--- config.mk ---
export PLATFORM = sky130hd
export DESIGN_NAME = mouse_report_accumulator
export DESIGN_NICKNAME = d
export VERILOG_FILES = /design/src/rtl/core/mra_pkg.sv /design/src/rtl/core/mouse_report_accumulator.sv /design/src/rtl/core/mra_front.sv /design/src/rtl/core/mra_queue.sv /design/src/rtl/core/mra_back.sv
export SDC_FILE = /design/constraint.sdc
export NUM_CORES = 1
export LEC_CHECK = 0
export BUFFER_PORTS_ARGS = -buffer_cell sky130_fd_sc_hd__buf_2
export CAP_MARGIN = 0
export CORE_MARGIN = 10
export CORE_UTILIZATION = 62
export DETAILED_ROUTE_END_ITERATION = 10
export HOLD_SLACK_MARGIN = 0.12
export PLACE_DENSITY = 0.86
export REMOVE_ABC_BUFFERS = 1
export SLEW_MARGIN = 5
export SYNTH_ARGS = -nofsm -noshare
export SYNTH_HDL_FRONTEND = slang
export SYNTH_HIERARCHICAL = 1
export SYNTH_SLANG_ARGS = --single-unit
export TNS_END_PERCENT = 100
--- constraint.sdc ---
create_clock -name clk -period 5.8 [get_ports clk]
set_clock_uncertainty 0.2 [all_clocks]
set_input_delay 0.58 -clock clk [delete_from_list [all_inputs] [get_ports clk]]
set_output_delay 0.58 -clock clk [all_outputs]
set_load 0.01 [all_outputs]
--- src/rtl/core/mra_pkg.sv ---
// Shared types and constants for the mouse report accumulator.
// Holds operation and report codes, the tick record type and queue sizing.
// No dependencies.
`default_nettype none

package mra_pkg;

    localparam int OP_W   = 2;
    localparam int KIND_W = 2;
    localparam int BTN_W  = 3;
    localparam int DATA_W = 8;

    localparam logic [OP_W-1:0] OP_BUTTON = 2'd0;
    localparam logic [OP_W-1:0] OP_MOTION = 2'd1;
    localparam logic [OP_W-1:0] OP_WHEEL  = 2'd2;
    localparam logic [OP_W-1:0] OP_SEND   = 2'd3;

    localparam logic [KIND_W-1:0] KIND_PRESS   = 2'd0;
    localparam logic [KIND_W-1:0] KIND_RELEASE = 2'd1;
    localparam logic [KIND_W-1:0] KIND_MOVE    = 2'd2;
    localparam logic [KIND_W-1:0] KIND_SCROLL  = 2'd3;

    localparam int QUEUE_DEPTH = 4;
    localparam int QPTR_W      = $clog2(QUEUE_DEPTH);
    localparam int QCNT_W      = $clog2(QUEUE_DEPTH + 2);

    localparam logic signed [DATA_W-1:0] CLAMP_MIN = -8'sd128;
    localparam logic signed [DATA_W-1:0] CLAMP_MAX = 8'sd127;

    typedef struct packed {
        logic                     has_btn;
        logic                     pressed;
        logic [BTN_W-1:0]         button;
        logic signed [DATA_W-1:0] dx;
        logic signed [DATA_W-1:0] dy;
        logic signed [DATA_W-1:0] wh;
    } tick_t;

endpackage

`default_nettype wire

--- src/rtl/core/mouse_report_accumulator.sv ---
// Mouse report accumulator: top level joining front end, tick queue and back end.
// Depends on mra_pkg, mra_front, mra_queue and mra_back.
//
// Input channel: drive an item on operation and its fields with push high; the
// item is taken on a clock edge where full is low. Wheel items, and button and motion
// items while link_up is high, take effect on that edge; one item per cycle is sustained while full stays low.
// A send tick taken with link_up high that has something to report becomes a record
// that passes the front register, tick queue and back-end work register, then yields
// one to three reports, one per cycle while pop stays high, the final one marked by last_report.
// Result channel: a report is valid while empty is low and leaves on a clock
// edge where pop is high. While pop stays low the result register holds and the
// four-entry tick queue fills; full rises once it cannot take another tick.
// Output rate is one report per cycle while pop stays high, set by the single result register.
// The user writes link_up through cfg_write/cfg_data only while the block is idle; the block does not enforce this.
// Reset clears link_up, accumulators, wheel, ring pointers and all queues;
// the button ring contents are not cleared and need no clearing pass.
`default_nettype none

module mouse_report_accumulator #(
    parameter int RING_DEPTH = 32,
    parameter int ACC_WIDTH  = 16
) (
    input  wire                                  clk,
    input  wire                                  rst_n,
    input  wire                                  cfg_write,
    input  wire                                  cfg_data,
    input  wire                                  push,
    output logic                                 full,
    input  wire  [mra_pkg::OP_W-1:0]             operation,
    input  wire  [mra_pkg::BTN_W-1:0]            button_code,
    input  wire                                  pressed,
    input  wire  signed [mra_pkg::DATA_W-1:0]    delta_x,
    input  wire  signed [mra_pkg::DATA_W-1:0]    delta_y,
    input  wire  signed [mra_pkg::DATA_W-1:0]    wheel_amount,
    output logic                                 empty,
    input  wire                                  pop,
    output logic [mra_pkg::KIND_W-1:0]           report_kind,
    output logic [mra_pkg::BTN_W-1:0]            report_button,
    output logic signed [mra_pkg::DATA_W-1:0]    move_x,
    output logic signed [mra_pkg::DATA_W-1:0]    move_y,
    output logic signed [mra_pkg::DATA_W-1:0]    scroll,
    output logic                                 last_report
);

    logic                            q_push;
    mra_pkg::tick_t                  q_wr_data;
    logic                            q_pop;
    logic                            q_valid;
    mra_pkg::tick_t                  q_rd_data;
    logic [mra_pkg::QCNT_W-1:0]      q_count;

    mra_front #(
        .RING_DEPTH (RING_DEPTH),
        .ACC_WIDTH  (ACC_WIDTH)
    ) u_front (
        .clk          (clk),
        .rst_n        (rst_n),
        .cfg_write    (cfg_write),
        .cfg_data     (cfg_data),
        .push         (push),
        .full         (full),
        .operation    (operation),
        .button_code  (button_code),
        .pressed      (pressed),
        .delta_x      (delta_x),
        .delta_y      (delta_y),
        .wheel_amount (wheel_amount),
        .q_count      (q_count),
        .q_push       (q_push),
        .q_data       (q_wr_data)
    );

    mra_queue u_queue (
        .clk      (clk),
        .rst_n    (rst_n),
        .wr_en    (q_push),
        .wr_data  (q_wr_data),
        .rd_en    (q_pop),
        .rd_valid (q_valid),
        .rd_data  (q_rd_data),
        .count    (q_count)
    );

    mra_back u_back (
        .clk           (clk),
        .rst_n         (rst_n),
        .q_valid       (q_valid),
        .q_data        (q_rd_data),
        .q_pop         (q_pop),
        .empty         (empty),
        .pop           (pop),
        .report_kind   (report_kind),
        .report_button (report_button),
        .move_x        (move_x),
        .move_y        (move_y),
        .scroll        (scroll),
        .last_report   (last_report)
    );

endmodule

`default_nettype wire

--- src/rtl/core/mra_front.sv ---
// Front end: accepts items, updates accumulators, wheel and button ring.
// Emits one tick record per reportable send tick. Depends on mra_pkg.
`default_nettype none

module mra_front #(
    parameter int RING_DEPTH = 32,
    parameter int ACC_WIDTH  = 16
) (
    input  wire                                  clk,
    input  wire                                  rst_n,
    input  wire                                  cfg_write,
    input  wire                                  cfg_data,
    input  wire                                  push,
    output logic                                 full,
    input  wire  [mra_pkg::OP_W-1:0]             operation,
    input  wire  [mra_pkg::BTN_W-1:0]            button_code,
    input  wire                                  pressed,
    input  wire  signed [mra_pkg::DATA_W-1:0]    delta_x,
    input  wire  signed [mra_pkg::DATA_W-1:0]    delta_y,
    input  wire  signed [mra_pkg::DATA_W-1:0]    wheel_amount,
    input  wire  [mra_pkg::QCNT_W-1:0]           q_count,
    output logic                                 q_push,
    output mra_pkg::tick_t                       q_data
);

    localparam int PTR_W = (RING_DEPTH > 1) ? $clog2(RING_DEPTH) : 1;
    localparam logic [PTR_W-1:0] PTR_LAST = PTR_W'(RING_DEPTH - 1);
    localparam int ENT_W = mra_pkg::BTN_W + 1;
    localparam int DW    = mra_pkg::DATA_W;

    localparam logic signed [ACC_WIDTH-1:0] ACC_MAX = {1'b0, {(ACC_WIDTH-1){1'b1}}};
    localparam logic signed [ACC_WIDTH-1:0] ACC_MIN = {1'b1, {(ACC_WIDTH-1){1'b0}}};

    logic [ENT_W-1:0] ring_mem [RING_DEPTH];
    logic [ENT_W-1:0] rd_data_reg;

    logic                          link_up_reg;
    logic signed [ACC_WIDTH-1:0]   x_acc_reg, x_acc_next;
    logic signed [ACC_WIDTH-1:0]   y_acc_reg, y_acc_next;
    logic signed [DW-1:0]          wheel_reg, wheel_next;
    logic [PTR_W-1:0]              head_reg, head_next;
    logic [PTR_W-1:0]              tail_reg, tail_next;

    logic                          s1_valid_reg, s1_valid_next;
    logic                          s1_has_btn_reg;
    logic signed [DW-1:0]          s1_dx_reg, s1_dy_reg, s1_wh_reg;

    logic                          accept;
    logic                          wr_en;
    logic                          rd_en;
    logic                          has_btn;
    logic                          send;
    logic signed [DW-1:0]          cx, cy;

    function automatic logic [PTR_W-1:0] ptr_inc(input logic [PTR_W-1:0] p);
        ptr_inc = (p == PTR_LAST) ? '0 : p + PTR_W'(1);
    endfunction

    function automatic logic signed [ACC_WIDTH-1:0] sat_add(
        input logic signed [ACC_WIDTH-1:0] acc,
        input logic signed [DW-1:0]        d
    );
        logic signed [ACC_WIDTH:0] sum;
        sum = {acc[ACC_WIDTH-1], acc} + {{(ACC_WIDTH-DW+1){d[DW-1]}}, d};
        if (sum[ACC_WIDTH] != sum[ACC_WIDTH-1])
            sat_add = sum[ACC_WIDTH] ? ACC_MIN : ACC_MAX;
        else
            sat_add = sum[ACC_WIDTH-1:0];
    endfunction

    function automatic logic signed [DW-1:0] clamp8(input logic signed [ACC_WIDTH-1:0] acc);
        logic [ACC_WIDTH-DW:0] upper;
        upper = acc[ACC_WIDTH-1:DW-1];
        if ((&upper) || !(|upper))
            clamp8 = acc[DW-1:0];
        else
            clamp8 = acc[ACC_WIDTH-1] ? mra_pkg::CLAMP_MIN : mra_pkg::CLAMP_MAX;
    endfunction

    assign full   = ({1'b0, q_count} + (mra_pkg::QCNT_W+1)'(s1_valid_reg))
                    >= (mra_pkg::QCNT_W+1)'(mra_pkg::QUEUE_DEPTH);
    assign accept = push && !full;
    assign has_btn = head_reg != tail_reg;
    assign cx = clamp8(x_acc_reg);
    assign cy = clamp8(y_acc_reg);
    assign send = accept && (operation == mra_pkg::OP_SEND);

    always_comb
    begin
        x_acc_next    = x_acc_reg;
        y_acc_next    = y_acc_reg;
        wheel_next    = wheel_reg;
        head_next     = head_reg;
        tail_next     = tail_reg;
        wr_en         = 1'b0;
        rd_en         = 1'b0;
        s1_valid_next = 1'b0;
        if (accept)
        begin
            case (operation)
                mra_pkg::OP_BUTTON:
                begin
                    if (link_up_reg)
                    begin
                        wr_en     = 1'b1;
                        tail_next = ptr_inc(tail_reg);
                    end
                end
                mra_pkg::OP_MOTION:
                begin
                    if (link_up_reg)
                    begin
                        x_acc_next = sat_add(x_acc_reg, delta_x);
                        y_acc_next = sat_add(y_acc_reg, delta_y);
                    end
                end
                mra_pkg::OP_WHEEL:
                begin
                    wheel_next = wheel_amount;
                end
                mra_pkg::OP_SEND:
                begin
                    if (has_btn)
                    begin
                        rd_en     = 1'b1;
                        head_next = ptr_inc(head_reg);
                    end
                    x_acc_next    = x_acc_reg - {{(ACC_WIDTH-DW){cx[DW-1]}}, cx};
                    y_acc_next    = y_acc_reg - {{(ACC_WIDTH-DW){cy[DW-1]}}, cy};
                    wheel_next    = '0;
                    s1_valid_next = link_up_reg && (has_btn || (cx != '0) || (cy != '0)
                                                    || (wheel_reg != '0));
                end
                default:
                begin
                end
            endcase
        end
    end

    always_ff @(posedge clk or negedge rst_n)
    begin
        if (!rst_n)
        begin
            link_up_reg  <= 1'b0;
            x_acc_reg    <= '0;
            y_acc_reg    <= '0;
            wheel_reg    <= '0;
            head_reg     <= '0;
            tail_reg     <= '0;
            s1_valid_reg <= 1'b0;
        end
        else
        begin
            if (cfg_write)
                link_up_reg <= cfg_data;
            x_acc_reg    <= x_acc_next;
            y_acc_reg    <= y_acc_next;
            wheel_reg    <= wheel_next;
            head_reg     <= head_next;
            tail_reg     <= tail_next;
            s1_valid_reg <= s1_valid_next;
        end
    end

    // capture the tick payload on a send, in step with the ring read
    always_ff @(posedge clk)
    begin
        if (send)
        begin
            s1_has_btn_reg <= has_btn;
            s1_dx_reg      <= cx;
            s1_dy_reg      <= cy;
            s1_wh_reg      <= wheel_reg;
        end
    end

    always_ff @(posedge clk)
    begin
        if (wr_en)
            ring_mem[tail_reg] <= {pressed, button_code};
        if (rd_en)
            rd_data_reg <= ring_mem[head_reg];
    end

    always_comb
    begin
        q_push         = s1_valid_reg;
        q_data.has_btn = s1_has_btn_reg;
        q_data.pressed = rd_data_reg[ENT_W-1];
        q_data.button  = rd_data_reg[mra_pkg::BTN_W-1:0];
        q_data.dx      = s1_dx_reg;
        q_data.dy      = s1_dy_reg;
        q_data.wh      = s1_wh_reg;
    end

endmodule

`default_nettype wire

--- src/rtl/core/mra_queue.sv ---
// Short queue of tick records between the front and back ends.
// Depends on mra_pkg for the record type and depth.
`default_nettype none

module mra_queue (
    input  wire                          clk,
    input  wire                          rst_n,
    input  wire                          wr_en,
    input  mra_pkg::tick_t               wr_data,
    input  wire                          rd_en,
    output logic                         rd_valid,
    output mra_pkg::tick_t               rd_data,
    output logic [mra_pkg::QCNT_W-1:0]   count
);

    mra_pkg::tick_t                  entries_reg [mra_pkg::QUEUE_DEPTH];
    logic [mra_pkg::QPTR_W-1:0]      wr_ptr_reg, rd_ptr_reg;
    logic [mra_pkg::QCNT_W-1:0]      count_reg, count_next;
    logic                            do_rd;

    assign rd_valid = count_reg != '0;
    assign rd_data  = entries_reg[rd_ptr_reg];
    assign count    = count_reg;
    assign do_rd    = rd_en && rd_valid;

    always_comb
    begin
        count_next = count_reg + mra_pkg::QCNT_W'(wr_en) - mra_pkg::QCNT_W'(do_rd);
    end

    always_ff @(posedge clk or negedge rst_n)
    begin
        if (!rst_n)
        begin
            wr_ptr_reg <= '0;
            rd_ptr_reg <= '0;
            count_reg  <= '0;
        end
        else
        begin
            if (wr_en)
                wr_ptr_reg <= wr_ptr_reg + mra_pkg::QPTR_W'(1);
            if (do_rd)
                rd_ptr_reg <= rd_ptr_reg + mra_pkg::QPTR_W'(1);
            count_reg <= count_next;
        end
    end

    always_ff @(posedge clk)
    begin
        if (wr_en)
            entries_reg[wr_ptr_reg] <= wr_data;
    end

endmodule

`default_nettype wire

--- src/rtl/core/mra_back.sv ---
// Back end: expands tick records into button, move and scroll reports.
// Drives the result register. Depends on mra_pkg.
`default_nettype none

module mra_back (
    input  wire                                  clk,
    input  wire                                  rst_n,
    input  wire                                  q_valid,
    input  mra_pkg::tick_t                       q_data,
    output logic                                 q_pop,
    output logic                                 empty,
    input  wire                                  pop,
    output logic [mra_pkg::KIND_W-1:0]           report_kind,
    output logic [mra_pkg::BTN_W-1:0]            report_button,
    output logic signed [mra_pkg::DATA_W-1:0]    move_x,
    output logic signed [mra_pkg::DATA_W-1:0]    move_y,
    output logic signed [mra_pkg::DATA_W-1:0]    scroll,
    output logic                                 last_report
);

    localparam int DW = mra_pkg::DATA_W;

    mra_pkg::tick_t                 work_reg, work_next;
    logic [2:0]                     pend_reg, pend_next;
    logic                           out_valid_reg, out_valid_next;
    logic [mra_pkg::KIND_W-1:0]     kind_reg, kind_next;
    logic [mra_pkg::BTN_W-1:0]      button_reg, button_next;
    logic signed [DW-1:0]           mx_reg, mx_next;
    logic signed [DW-1:0]           my_reg, my_next;
    logic signed [DW-1:0]           sc_reg, sc_next;
    logic                           last_reg, last_next;

    logic                           out_ready;
    logic                           emit;
    logic [2:0]                     pend_after;
    logic [2:0]                     pend_cur;

    assign out_ready = !out_valid_reg || pop;
    assign emit      = out_ready && (pend_reg != 3'b000);

    always_comb
    begin
        kind_next   = kind_reg;
        button_next = button_reg;
        mx_next     = mx_reg;
        my_next     = my_reg;
        sc_next     = sc_reg;
        pend_after  = pend_reg;
        if (pend_reg[0])
        begin
            kind_next   = work_reg.pressed ? mra_pkg::KIND_PRESS : mra_pkg::KIND_RELEASE;
            button_next = work_reg.button;
            mx_next     = '0;
            my_next     = '0;
            sc_next     = '0;
            pend_after  = pend_reg & 3'b110;
        end
        else if (pend_reg[1])
        begin
            kind_next   = mra_pkg::KIND_MOVE;
            button_next = '0;
            mx_next     = work_reg.dx;
            my_next     = work_reg.dy;
            sc_next     = '0;
            pend_after  = pend_reg & 3'b101;
        end
        else
        begin
            kind_next   = mra_pkg::KIND_SCROLL;
            button_next = '0;
            mx_next     = '0;
            my_next     = '0;
            sc_next     = work_reg.wh;
            pend_after  = 3'b000;
        end
        last_next = pend_after == 3'b000;

        pend_cur  = emit ? pend_after : pend_reg;
        q_pop     = q_valid && (pend_cur == 3'b000);
        work_next = work_reg;
        pend_next = pend_cur;
        if (q_pop)
        begin
            work_next = q_data;
            pend_next = {q_data.wh != '0, (q_data.dx != '0) || (q_data.dy != '0),
                         q_data.has_btn};
        end

        if (emit)
            out_valid_next = 1'b1;
        else if (pop)
            out_valid_next = 1'b0;
        else
            out_valid_next = out_valid_reg;
    end

    always_ff @(posedge clk or negedge rst_n)
    begin
        if (!rst_n)
        begin
            pend_reg      <= 3'b000;
            out_valid_reg <= 1'b0;
        end
        else
        begin
            pend_reg      <= pend_next;
            out_valid_reg <= out_valid_next;
        end
    end

    always_ff @(posedge clk)
    begin
        work_reg <= work_next;
        if (emit)
        begin
            kind_reg   <= kind_next;
            button_reg <= button_next;
            mx_reg     <= mx_next;
            my_reg     <= my_next;
            sc_reg     <= sc_next;
            last_reg   <= last_next;
        end
    end

    assign empty         = !out_valid_reg;
    assign report_kind   = kind_reg;
    assign report_button = button_reg;
    assign move_x        = mx_reg;
    assign move_y        = my_reg;
    assign scroll        = sc_reg;
    assign last_report   = last_reg;

endmodule

`default_nettype wire
==> summary.txt, run 1 <==
Status
  • Status: complete, no violations

GRT
  • Busiest metal layer after global routing: met2
  • Gr usage total: 0.220
  • First-pass GRT wire length: 64.1 mm
  • Met3 GRT Util: 0.0311
  • Initial antenna violation count: 1
  • Met2 Use GR: 0.376
  • Largest net degree at the start of global routing: 64
  • Vias in the first global route: 11400
  • Met1 Track Usage GR: 0.289
  • Congestion Overflow GR: 0

Clock network
  • Depth of the CTS H-tree: 2
  • Hold buffer count at cts: 4
  • Clock sinks: 394
  • Post-CTS resize count: 0
  • Post-CTS setup buffer count: 0
  • Worst skew pair latency: 0.53 ns
  • Clock root buffer: clkbuf_16
  • CTS tree: yes
  • Worst-path clk slew: 0.06 ns
  • CTS max path bufs: 3
  • TritonCTS buffer count: 38

Synthesis
  • Yosys Warn Count: 6
  • XOR/XNOR Fraction of Synth Area: 0.0176
  • Synth Register Bits: 394
  • Mean Syn Cell Area: 14.3 µm²
  • Primary FF master, synth: edfxtp_1
  • Mapped cell area: 0.0184 mm²
  • Cells after Synth: 1285
  • Yosys cell types: 87
  • Simple-gate share of the synthesized area: 0.100
  • Post-Synth Adder-Cell Area: 0.0462
  • Mux cell area share after synthesis: 0.0979
  • Area fraction in compound gates after synthesis: 0.0913
  • EDFF count, synth: 331
  • Seq/Total Area, Yosys: 0.625
  • Async set-reset flop share out of synthesis: 0.160
  • Largest family of logic cells by synthesized area: simple AND/OR/NAND/NOR gates

Routing
  • Post-route DRC: 0
  • DR iter-0 viols: 1266
  • WL per Instance: 22.7 µm
  • Vias: 11500
  • Vias per cell: 6.47
  • Detailed Routing Iterations Pass 1: 5
  • Antenna Nets Post-Route: 0
  • Final WL: 40.3 mm

Layout
  • Fill cells: 1878
  • Multi-input gate area: 0.00652 mm²
  • Most frequent cells in the layout: edfxtp_1 (331), nor2_1 (81), nand2_1 (71), a21oi_1 (71), mux4_2 (68)
  • Storage element area: 0.0115 mm²
  • Max reg flops: 128
  • Commonest non-fill, non-tap cell in the layout: edfxtp_1
  • Syn-to-layout area delta: 10.7%
  • Final Net Count: 1457
  • Fraction of layout instances using a drive strength above 1: 0.182
  • Final Cell Area: 0.0204 mm²
  • Final non-filler cell total: 1777

STA
  • Hold_ws: 0.143 ns
  • Fmax: 0.213 GHz
  • Fin crit share: 0.809
  • Worst Max-Slew Pin Slew: 1.27 ns
  • Total negative slack: 0 ns
  • Slew headroom: 0.133
  • Post-layout min period: 4.69 ns
  • Max-slew violation count: 0
  • Hold Vio Cnt, Final: 0
  • Final Setup Violations: 0
  • RSZ-0062 raised after global routing: false

Worst setup path
  • Crit-path max FO: 18
  • CP required: 6.03 ns
  • CP Class: register to register
  • Crit end category: register
  • Data arrival, critical path: 4.92 ns
  • Startpoint types: register

Placed design
  • Placed Area: 0.0191 mm²
  • # port buffers: 67
  • DP HPWL: 26.3 mm
  • Placed Instances: 1702
  • Routability cong.: 0.911

Pwr
  • P per Cell Area: 498 mW/mm²
  • Leak: 7.26 nW
  • Peak ir drop on the vdd network: 0.257 mV

Worst hold path
  • Class of the worst hold path: primary input to register

Die
  • Die Area: 0.0370 mm²
  • Cell row count: 63
  • I/O pin total: 68
  • Initial core utilization: 0.625
  • Die Y: 192 µm
  • Die X: 192 µm
  • Core Footprint: 0.0295 mm²

Job
  • Max_cap viols: 0
[cell usage after synthesis, types with 13 or more instances]
library cell | count | area [µm²]
a21o_1 | 19 | 143
mux4_2 | 68 | 1530
dfrtp_1 | 63 | 1580
xor2_1 | 14 | 123
o21ai_0 | 42 | 210
nor3_1 | 31 | 155
a211oi_1 | 13 | 97.6
edfxtp_1 | 331 | 9940
nor2_1 | 82 | 308
a21oi_1 | 71 | 355
ha_1 | 60 | 751
nor4_1 | 15 | 93.8
nand3_1 | 25 | 125
or3_1 | 13 | 81.3
and2_1 | 36 | 225
inv_1 | 41 | 154
nand2b_1 | 24 | 150
nand2_1 | 71 | 267
clkbuf_1 | 33 | 124
xnor2_1 | 23 | 201
[kinds of logic after synthesis]
family | Yosys count
AOI/OAI and AO/OA | 251
muxes | 92
adders and majority gates | 65
buffers and inverters | 93
DFF | 394
xor gates and xnor gates | 37
and+or+nand+nor | 353
[where the power goes]
group | switching [W] | leakage [nW] | internal [W]
registers | 0.000489 | 3.76 | 0.00359
clock network | 0.00104 | 0.608 | 0.00139
logic | 0.00202 | 2.89 | 0.00161
[critical path, cell delays in order (launching register included)]
cell and delay, ns:
dfrtp_1 0.59, and4_1 0.33, and4_1 0.21, nand2_1 0.08, mux2i_1 0.07, buf_4 0.19
nor2_1 0.59, a21o_1 0.17, ha_1 0.16, inv_1 0.05, fa_1 0.39, a21o_1 0.19
a21oi_1 0.26, o21a_1 0.21, nor2_1 0.09, mux2_2 0.30, or4_1 0.40, o221ai_1 0.11
[per-stage QoR]
stage / util / total power (W) / worst slack [ns]
finish: 0.691 / 0.0101 / 1.11
detailed placement: 0.648 / 0.00766 / 1.17
global route: 0.691 / 0.0107 / 0.765
floorplan: - / 0.00668 / 1.32
CTS: 0.691 / 0.0102 / 1.14
global placement: 0.648 / 0.00749 / 1.35
[final timing paths]
kind / end / from / cells after the start / slack [ns]
min in group asynchronous: u_back/out_valid_reg$_DFFE_PN0P_ / rst_n / 3 / 0.58
worst max register to register: u_front/x_acc_reg[10]$_DFFE_PN0P_ / u_front/x_acc_reg[15]$_DFFE_PN0P_ / 17 / 1.11
worst min-delay path: u_front/wheel_reg[1]$_DFFE_PN0P_ / wheel_amount[1] / 3 / 0.14
worst max-delay path: u_front/x_acc_reg[10]$_DFFE_PN0P_ / u_front/x_acc_reg[15]$_DFFE_PN0P_ / 17 / 1.11
worst min register to register: u_front/s1_wh_reg[5]$_DFFE_PP_ / u_front/wheel_reg[5]$_DFFE_PN0P_ / 0 / 0.28
max in group asynchronous: u_front/head_reg[0]$_DFFE_PN0P_ / rst_n / 3 / 4.21
[routing by layer]
layer  up-vias  share of wire  wire length [µm]
met5         -              0                 0
met4         0          0.023               923
met3        63          0.080              3250
met2       568           0.50             20300
met1      5733           0.39             15800
li1       5140              -                 -
[area by class of cell]
cell class                 count  share of cell area
clock inverter                19             0.00847
timing repair buffer          81              0.0221
sequential                   394               0.565
multi-input combinational    798               0.320
clock buffer                  51              0.0521
inverter                      43             0.00792
antenna                        1            0.000123
tap                          390              0.0239
(Power assumes the default switching activity.)
==> inputs of run 2 (changes only) <==
Settings changed: CORE_UTILIZATION 62 to 56, PLACE_DENSITY 0.86 to 0.82.
Clock period 5.8 ns to 4.12 ns, I/O delays scaled along.
==> run 2 against run 1 <==
Effect of this change:
- critical path depth decreased by 3
- non-clock buffer count rose by 46
- count of clock-buffer cells in the layout shrank 4
- largest power group unchanged
- via count up 0.12%
==> summary.txt, run 2 (same netlist as run 1, synthesis figures left out) <==
Placed design
  • DP HPWL: 26.1 mm (was 26.3 mm)
  • Placed Area: 0.0194 mm² (was 0.0191 mm²)
  • # port buffers: 67 (unchanged)
  • Routability cong.: 0.875 (was 0.911)

Worst setup path
  • Critical Path Max Stage Delay: 0.47 ns (was 0.59 ns)
  • Data arrival, critical path: 4.26 ns (was 4.92 ns)
  • Crit-path max FO: 4 (was 18)
  • Crit end category: register (unchanged)
  • Sequence of cells on the critical path: or3_4, nand2b_4, or3_4, buf_4, nor2b_4, a21oi_4, ha_1, nor2b_1, o2111a_1, or4_4, nand2_2, mux2_2, and3_1, a211oi_2 (was and4_1, and4_1, nand2_1, mux2i_1, buf_4, nor2_1, a21o_1, ha_1, inv_1, fa_1, a21o_1, a21oi_1, o21a_1, nor2_1, mux2_2, or4_1, o221ai_1)
  • Most common cell on crit path: or3_4
  • CP required: 4.36 ns (was 6.03 ns)
  • Startpoint types: register (unchanged)
  • CP Class: register to register (unchanged)
  • Slowest-stage cell, CP: or4_4 (was dfrtp_1)

Die
  • Cell row count: 66 (was 63)
  • Core Footprint: 0.0325 mm² (was 0.0295 mm²)
  • Die Y: 201 µm (was 192 µm)
  • Die X: 201 µm (was 192 µm)
  • Die Area: 0.0405 mm² (was 0.0370 mm²)
  • Initial core utilization: 0.567 (was 0.625)
  • I/O pin total: 68 (unchanged)

Pwr
  • P_int: 0.00973 W (was 0.00659 W)
  • Clock power frac: 0.238 (was 0.240)
  • Sw Share: 0.343 (was 0.350)
  • Sequential Power Share: 0.383 (was 0.402)
  • Combinational share of power: 0.378 (was 0.358)
  • Switch Pwr: 0.00508 W (was 0.00355 W)
  • Peak ir drop on the vdd network: 0.324 mV (was 0.257 mV)
  • P per Cell Area: 704 mW/mm² (was 498 mW/mm²)
  • Leak: 7.51 nW (was 7.26 nW)

Layout
  • Max reg flops: 128 (unchanged)
  • Most frequent cells in the layout: edfxtp_1 (331), nor2_1 (81), nand2_1 (70), a21oi_1 (68), mux4_2 (68) (was edfxtp_1 (331), nor2_1 (81), nand2_1 (71), a21oi_1 (71), mux4_2 (68))
  • Syn-to-layout area delta: 14.2% (was 10.7%)
  • Commonest non-fill, non-tap cell in the layout: edfxtp_1 (unchanged)
  • Final Cell Area: 0.0210 mm² (was 0.0204 mm²)
  • Final core utilization: 0.648 (was 0.691)
  • Fraction of layout instances using a drive strength above 1: 0.213 (was 0.182)
  • Final Net Count: 1503 (was 1457)

Clock network
  • Clock sinks: 394 (unchanged)
  • Worst-path clk slew: 0.07 ns (was 0.06 ns)
  • CTS max path bufs: 3 (unchanged)
  • Clock root buffer: clkbuf_16 (unchanged)
  • CTS tree: yes (unchanged)
  • TritonCTS buffer count: 38 (unchanged)
  • Worst skew pair latency: 0.53 ns (about the same)
  • Depth of the CTS H-tree: 2 (unchanged)

STA
  • Fin crit share: 0.974 (was 0.809)
  • Worst Max-Slew Pin Slew: 1.03 ns (was 1.27 ns)
  • Max-slew violation count: 0 (unchanged)
  • Slew headroom: 0.314 (was 0.133)
  • Post-layout min period: 4.01 ns (was 4.69 ns)
  • Hold Vio Cnt, Final: 0 (unchanged)
  • Final Setup Violations: 0 (unchanged)
  • Fmax: 0.249 GHz (was 0.213 GHz)

Routing
  • Vias: 11500 (about the same)
  • Antenna Nets Post-Route: 0 (unchanged)
  • DR iter-0 viols: 950 (was 1266)
  • WL per Instance: 21.0 µm (was 22.7 µm)
  • Vias per cell: 6.14 (was 6.47)
  • Post-route DRC: 0 (unchanged)
  • Final WL: 39.4 mm (was 40.3 mm)
  • Detailed Routing Iterations Pass 1: 5 (unchanged)

Worst hold path
  • Class of the worst hold path: primary input to register (unchanged)

Status
  • Status: complete, no violations (unchanged)

Job
  • Max_cap viols: 0 (unchanged)

GRT
  • Congestion Overflow GR: 0 (unchanged)
  • First-pass GRT wire length: 62.4 mm (was 64.1 mm)
  • Largest net degree at the start of global routing: 41 (was 64)
  • Initial antenna violation count: 2 (was 1)
  • Gr usage total: 0.190 (was 0.220)
  • Vias in the first global route: 11600 (was 11400)
-- run 2: cell count changes in the layout (fill, tap and decap cells not counted), moves of 3 or more --
cell	before	now
buf_4	10	45
a21oi_1	71	68
clkbuf_1	8	5
nor3_1	31	28
nor3_2	0	3
bufinv_16	2	5
dlygate4sd3_1	4	13
clkinv_1	4	7
-- run 2: final timing paths --
kind | depth (start not counted) | slack, ns | startpoint | end
hold / removal | 4 | 0.15 | delta_x[0] | u_front/x_acc_reg[0]$_DFFE_PN0P_
setup reg to reg | 14 | 0.11 | u_front/y_acc_reg[8]$_DFFE_PN0P_ | u_front/y_acc_reg[11]$_DFFE_PN0P_
setup / recovery | 14 | 0.11 | u_front/y_acc_reg[8]$_DFFE_PN0P_ | u_front/y_acc_reg[11]$_DFFE_PN0P_
min in group asynchronous | 2 | 0.39 | rst_n | u_back/pend_reg[2]$_DFF_PN0_
max in group asynchronous | 3 | 2.37 | rst_n | u_front/wheel_reg[1]$_DFFE_PN0P_
hold reg to reg | 0 | 0.27 | u_front/wheel_reg[6]$_DFFE_PN0P_ | u_front/s1_wh_reg[6]$_DFFE_PP_
-- run 2: power by group through the flow --
stage | Combinational [W] | Clock (W) | Sequential [W]
finish | 0.00561 | 0.00353 | 0.00568
global route | 0.00615 | 0.00375 | 0.00576
CTS | 0.00539 | 0.00359 | 0.00567
detailed placement | 0.00525 | 0 | 0.00573
global placement | 0.00510 | 0 | 0.00570
floorplan | 0.00361 | 0 | 0.00580
-- run 2: critical path: cells and delay by family, from the launching register on --
kind / cells / cell delay, ns
adder cells (fa/ha/maj): 1 / 0.26
multiplexers: 1 / 0.34
buffers and inverters: 1 / 0.16
flip-flops: 1 / 0.38
AND/OR/NAND/NOR: 8 / 2.01
AO/OA/AOI/OAI: 3 / 0.58
-- run 2: layout make-up --
cell class / count / area [µm²]
clock buffers: 47 / 1040
repair buffers: 127 / 835
well taps: 442 / 553
clock inverters: 22 / 256
multi-input cells: 798 / 6670
inverters: 43 / 161
fillers: 2199 / 11400
flip-flops and latches: 394 / 11500
diodes: 2 / 5.00
-- run 2: timing repair --
action / CTS / global route
hold endpoints to repair: 52 / 0
buffers inserted: 0 / 1
gates resized for setup: 5 / 21
pin swaps: 0 / 2
hold buffers: 13 / 0
endpoints found under the setup margin: 3 / 15
-- run 2: layer usage --
metal  track usage  wire length (µm)
met5             0                 0
met4        0.0733              1150
met3        0.0300              2650
met2         0.313             19300
met1         0.250             16200
-- run 2: per-stage QoR --
| stage | setup TNS, ns | hold WS [ns] | power (W) | setup WS (ns) | std cells |
|---|---|---|---|---|---|
| final | 0 | 0.147 | 0.0148 | 0.106 | 1875 |
| after floorplan | -1.65 | -0.0836 | 0.00940 | -0.362 | 1235 |
| after detailed placement | -0.0870 | 0.264 | 0.0110 | -0.0764 | 1790 |
| after CTS | 0 | 0.131 | 0.0146 | 0.00334 | 1872 |
| after global routing | -0.0441 | 0.191 | 0.0156 | -0.0179 | 1875 |
| after global placement | 0 | 0.260 | 0.0108 | 0.0582 | 1790 |
==> inputs of run 3 (changes only) <==
--- a/config.mk
+++ b/config.mk
@@ -6,5 +6,5 @@
 export NUM_CORES = 1
 export LEC_CHECK = 0
-export BUFFER_PORTS_ARGS = -buffer_cell sky130_fd_sc_hd__buf_2
+export BUFFER_PORTS_ARGS = -buffer_cell sky130_fd_sc_hd__buf_4
 export CAP_MARGIN = 0
 export CORE_MARGIN = 10
@@ -13,4 +13,5 @@
 export HOLD_SLACK_MARGIN = 0.12
 export PLACE_DENSITY = 0.82
+export RECOVER_POWER = 50
 export REMOVE_ABC_BUFFERS = 1
 export SLEW_MARGIN = 5
--- a/constraint.sdc
+++ b/constraint.sdc
@@ -3,3 +3,3 @@
 set_input_delay 0.412 -clock clk [delete_from_list [all_inputs] [get_ports clk]]
 set_output_delay 0.412 -clock clk [all_outputs]
-set_load 0.01 [all_outputs]
+set_load 0.1 [all_outputs]
==> run 3 against run 2 <==
Effect of this change:
- sequential power is 1% higher
- the run now ends with capacitance limit, slew limit left
- final cell count is 0.43% higher
- hold slack worse by 0.0025 ns
- highest routed layer unchanged
- non-clock buffer count is 11 higher
- wire length is 2.8% higher
- fmax is 1.7% lower
- count of clock-buffer cells in the layout is 4 higher
- via count is 1.4% higher
- largest power group is now combinational cells
- die area stayed put
==> summary.txt, run 3 (same netlist as run 1, synthesis figures left out) <==
Clock network
  • Worst-path clk slew: 0.06 ns (was 0.07 ns)
  • CTS tree: yes (unchanged)
  • Clock sinks: 394 (unchanged)
  • Clock root buffer: clkbuf_16 (unchanged)
  • Depth of the CTS H-tree: 2 (unchanged)
  • TritonCTS buffer count: 38 (unchanged)
  • Worst skew pair latency: 0.52 ns (was 0.53 ns)
  • CTS max path bufs: 3 (unchanged)

Layout
  • Fraction of layout instances using a drive strength above 1: 0.180 (was 0.213)
  • Most frequent cells in the layout: edfxtp_1 (331), nor2_1 (82), buf_4 (80), nand2_1 (70), a21oi_1 (70) (was edfxtp_1 (331), nor2_1 (81), nand2_1 (70), a21oi_1 (68), mux4_2 (68))
  • Max reg flops: 128 (unchanged)
  • Antenna Cells: 0 (was 2)
  • Final Net Count: 1514 (was 1503)
  • Commonest non-fill, non-tap cell in the layout: edfxtp_1 (unchanged)
  • Fill cells: 2237 (was 2199)
  • Final non-filler cell total: 1883 (was 1875)
  • Syn-to-layout area delta: 13.9% (was 14.2%)
  • Final core utilization: 0.646 (was 0.648)

Worst setup path
  • R2R Path Start: u_front/y_acc_reg[8]$_DFFE_PN0P_ (unchanged)
  • CP Class: register to register (unchanged)
  • Data arrival, critical path: 4.30 ns (was 4.26 ns)
  • Worst r2r path cells: 14 (unchanged)
  • Slowest-stage cell, CP: or4_4 (unchanged)
  • Crit end category: register (unchanged)
  • Sequence of cells on the critical path: or3_1, nand2b_4, or3_4, o21ai_4, buf_6, a21oi_1, ha_1, nand3_1, nand2_1, or4_4, nand2_2, mux2_2, and3_1, a211oi_1 (was or3_4, nand2b_4, or3_4, buf_4, nor2b_4, a21oi_4, ha_1, nor2b_1, o2111a_1, or4_4, nand2_2, mux2_2, and3_1, a211oi_2)
  • Crit-path max FO: 4 (unchanged)
  • Critical Path Max Stage Delay: 0.54 ns (was 0.47 ns)
  • Reg-to-reg endpoint: u_front/y_acc_reg[11]$_DFFE_PN0P_ (unchanged)
  • CP required: 4.33 ns (was 4.36 ns)
  • Startpoint types: register (unchanged)
  • Reg2Reg Setup Slack: 0.04 ns (was 0.11 ns)

Routing
  • Final WL: 40.5 mm (was 39.4 mm)
  • DR iter-0 viols: 1222 (was 950)
  • Vias per cell: 6.20 (was 6.14)
  • Antenna Nets Post-Route: 0 (unchanged)
  • Vias: 11700 (was 11500)
  • WL met1: 16.0 mm (was 16.2 mm)
  • Met2 Wirelength: 20.3 mm (was 19.3 mm)
  • Met3 wire length: 3.07 mm (was 2.65 mm)
  • Top routing layer in use: met4 (unchanged)
  • Detailed Routing Iterations Pass 1: 5 (unchanged)
  • Post-route DRC: 0 (unchanged)
  • WL per Instance: 21.5 µm (was 21.0 µm)

STA
  • Post-layout min period: 4.08 ns (was 4.01 ns)
  • Fmax: 0.245 GHz (was 0.249 GHz)
  • Slew headroom: -0.476 (was 0.314)
  • Fin crit share: 0.991 (was 0.974)
  • Max-slew violation count: 94 (was 0)
  • Worst Max-Slew Pin Slew: 2.21 ns (was 1.03 ns)
  • Hold Vio Cnt, Final: 0 (unchanged)
  • Final Setup Violations: 0 (unchanged)

Die
  • Die X: 201 µm (unchanged)
  • Cell row count: 66 (unchanged)
  • Core Footprint: 0.0325 mm² (unchanged)
  • I/O pin total: 68 (unchanged)
  • Initial core utilization: 0.567 (unchanged)
  • Die Y: 201 µm (unchanged)
  • Die Area: 0.0405 mm² (unchanged)

GRT
  • First-pass GRT wire length: 63.9 mm (was 62.4 mm)
  • Largest net degree at the start of global routing: 64 (was 41)
  • Vias in the first global route: 11700 (was 11600)
  • Gr usage total: 0.195 (was 0.190)
  • Initial antenna violation count: 0 (was 2)
  • Congestion Overflow GR: 0 (unchanged)

Placed design
  • # port buffers: 67 (unchanged)
  • DP HPWL: 26.8 mm (was 26.1 mm)
  • Routability cong.: 0.862 (was 0.875)
  • Placed Instances: 1789 (was 1790)

Job
  • Max_cap viols: 2 (was 0)

Status
  • Violated checks: capacitance limit, slew limit
  • Status: finished, violations left (was complete, no violations)

Worst hold path
  • Hold Crit Start: operation[0] (was delta_x[0])
  • Class of the worst hold path: primary input to register (unchanged)
  • WHS Endpoint: u_front/wheel_reg[6]$_DFFE_PN0P_ (was u_front/x_acc_reg[0]$_DFFE_PN0P_)
  • Cell depth of the worst min-delay path: 3 (was 4)

Pwr
  • Peak ir drop on the vdd network: 0.504 mV (was 0.324 mV)
  • P per Cell Area: 735 mW/mm² (was 704 mW/mm²)
  • Leak: 7.39 nW (was 7.51 nW)
run 3: repair_timing:
item / 4_1_cts / 5_1_grt
buffers inserted: 0 / 7
hold endpoints to repair: 127 / 0
gates resized for setup: 4 / 17
pin swaps: 0 / 8
setup endpoints to repair: 4 / 16
hold buffers: 19 / 0
run 3: how the worst max path moves through the flow:
stage	startpoint	endpoint	slack [ns]	cells after the start
2_1_floorplan	u_front/x_acc_reg[15]$_DFFE_PN0P_	u_front/x_acc_reg[10]$_DFFE_PN0P_	-0.36	17
3_5_place_dp	u_front/y_acc_reg[8]$_DFFE_PN0P_	u_front/y_acc_reg[10]$_DFFE_PN0P_	-0.04	15
6_report	u_front/y_acc_reg[8]$_DFFE_PN0P_	u_front/y_acc_reg[11]$_DFFE_PN0P_	0.04	14
3_3_place_gp	u_front/y_acc_reg[8]$_DFFE_PN0P_	u_front/y_acc_reg[12]$_DFFE_PN0P_	0.15	16
5_1_grt	u_front/y_acc_reg[8]$_DFFE_PN0P_	u_front/y_acc_reg[12]$_DFFE_PN0P_	-0.07	16
4_1_cts	u_front/y_acc_reg[8]$_DFFE_PN0P_	u_front/y_acc_reg[11]$_DFFE_PN0P_	0.04	13
run 3: layout make-up:
type	instances	area (µm²)	area share
Clock inverter	17	111	0.00531
Inverter	43	161	0.00770
Timing Repair Buffer	138	950	0.0453
Clock buffer	51	1040	0.0497
Sequential cell	394	11500	0.549
Tap cell	442	553	0.0264
Multi-Input combinational cell	798	6630	0.316
run 3: worst max-delay path: cells and delay by family (launching register included):
kind | cells | cell delay [ns]
AOI/OAI and AO/OA | 3 | 0.54
adders and majority gates | 1 | 0.38
buffers and inverters | 1 | 0.15
DFF | 1 | 0.38
muxes | 1 | 0.34
and+or+nand+nor | 8 | 2.00
run 3: power by group:
group	switching, W	internal [W]	leakage, nW
logic	0.00389	0.00255	3.06
clock network	0.00139	0.00184	0.564
registers	0.000688	0.00506	3.76
total	0.00597	0.00945	7.39
run 3: stage by stage:
stage	setup TNS [ns]	hold slack, ns	worst slack, ns	area [µm²]	total power (W)
after floorplan	-1.65	-0.0836	-0.362	18200	0.0103
after detailed placement	-0.0617	0.268	-0.0362	19600	0.0120
after global routing	-0.148	0.149	-0.0673	21000	0.0162
after global placement	0	0.263	0.153	19600	0.0118
after CTS	0	0.123	0.0374	21000	0.0154
final	0	0.145	0.0361	21000	0.0154
run 3: routing by layer:
metal	track usage	up-vias
met3	0.0349	91
li1	-	5230
met5	0	-
met4	0.0617	0
met1	0.254	5819
met2	0.328	537
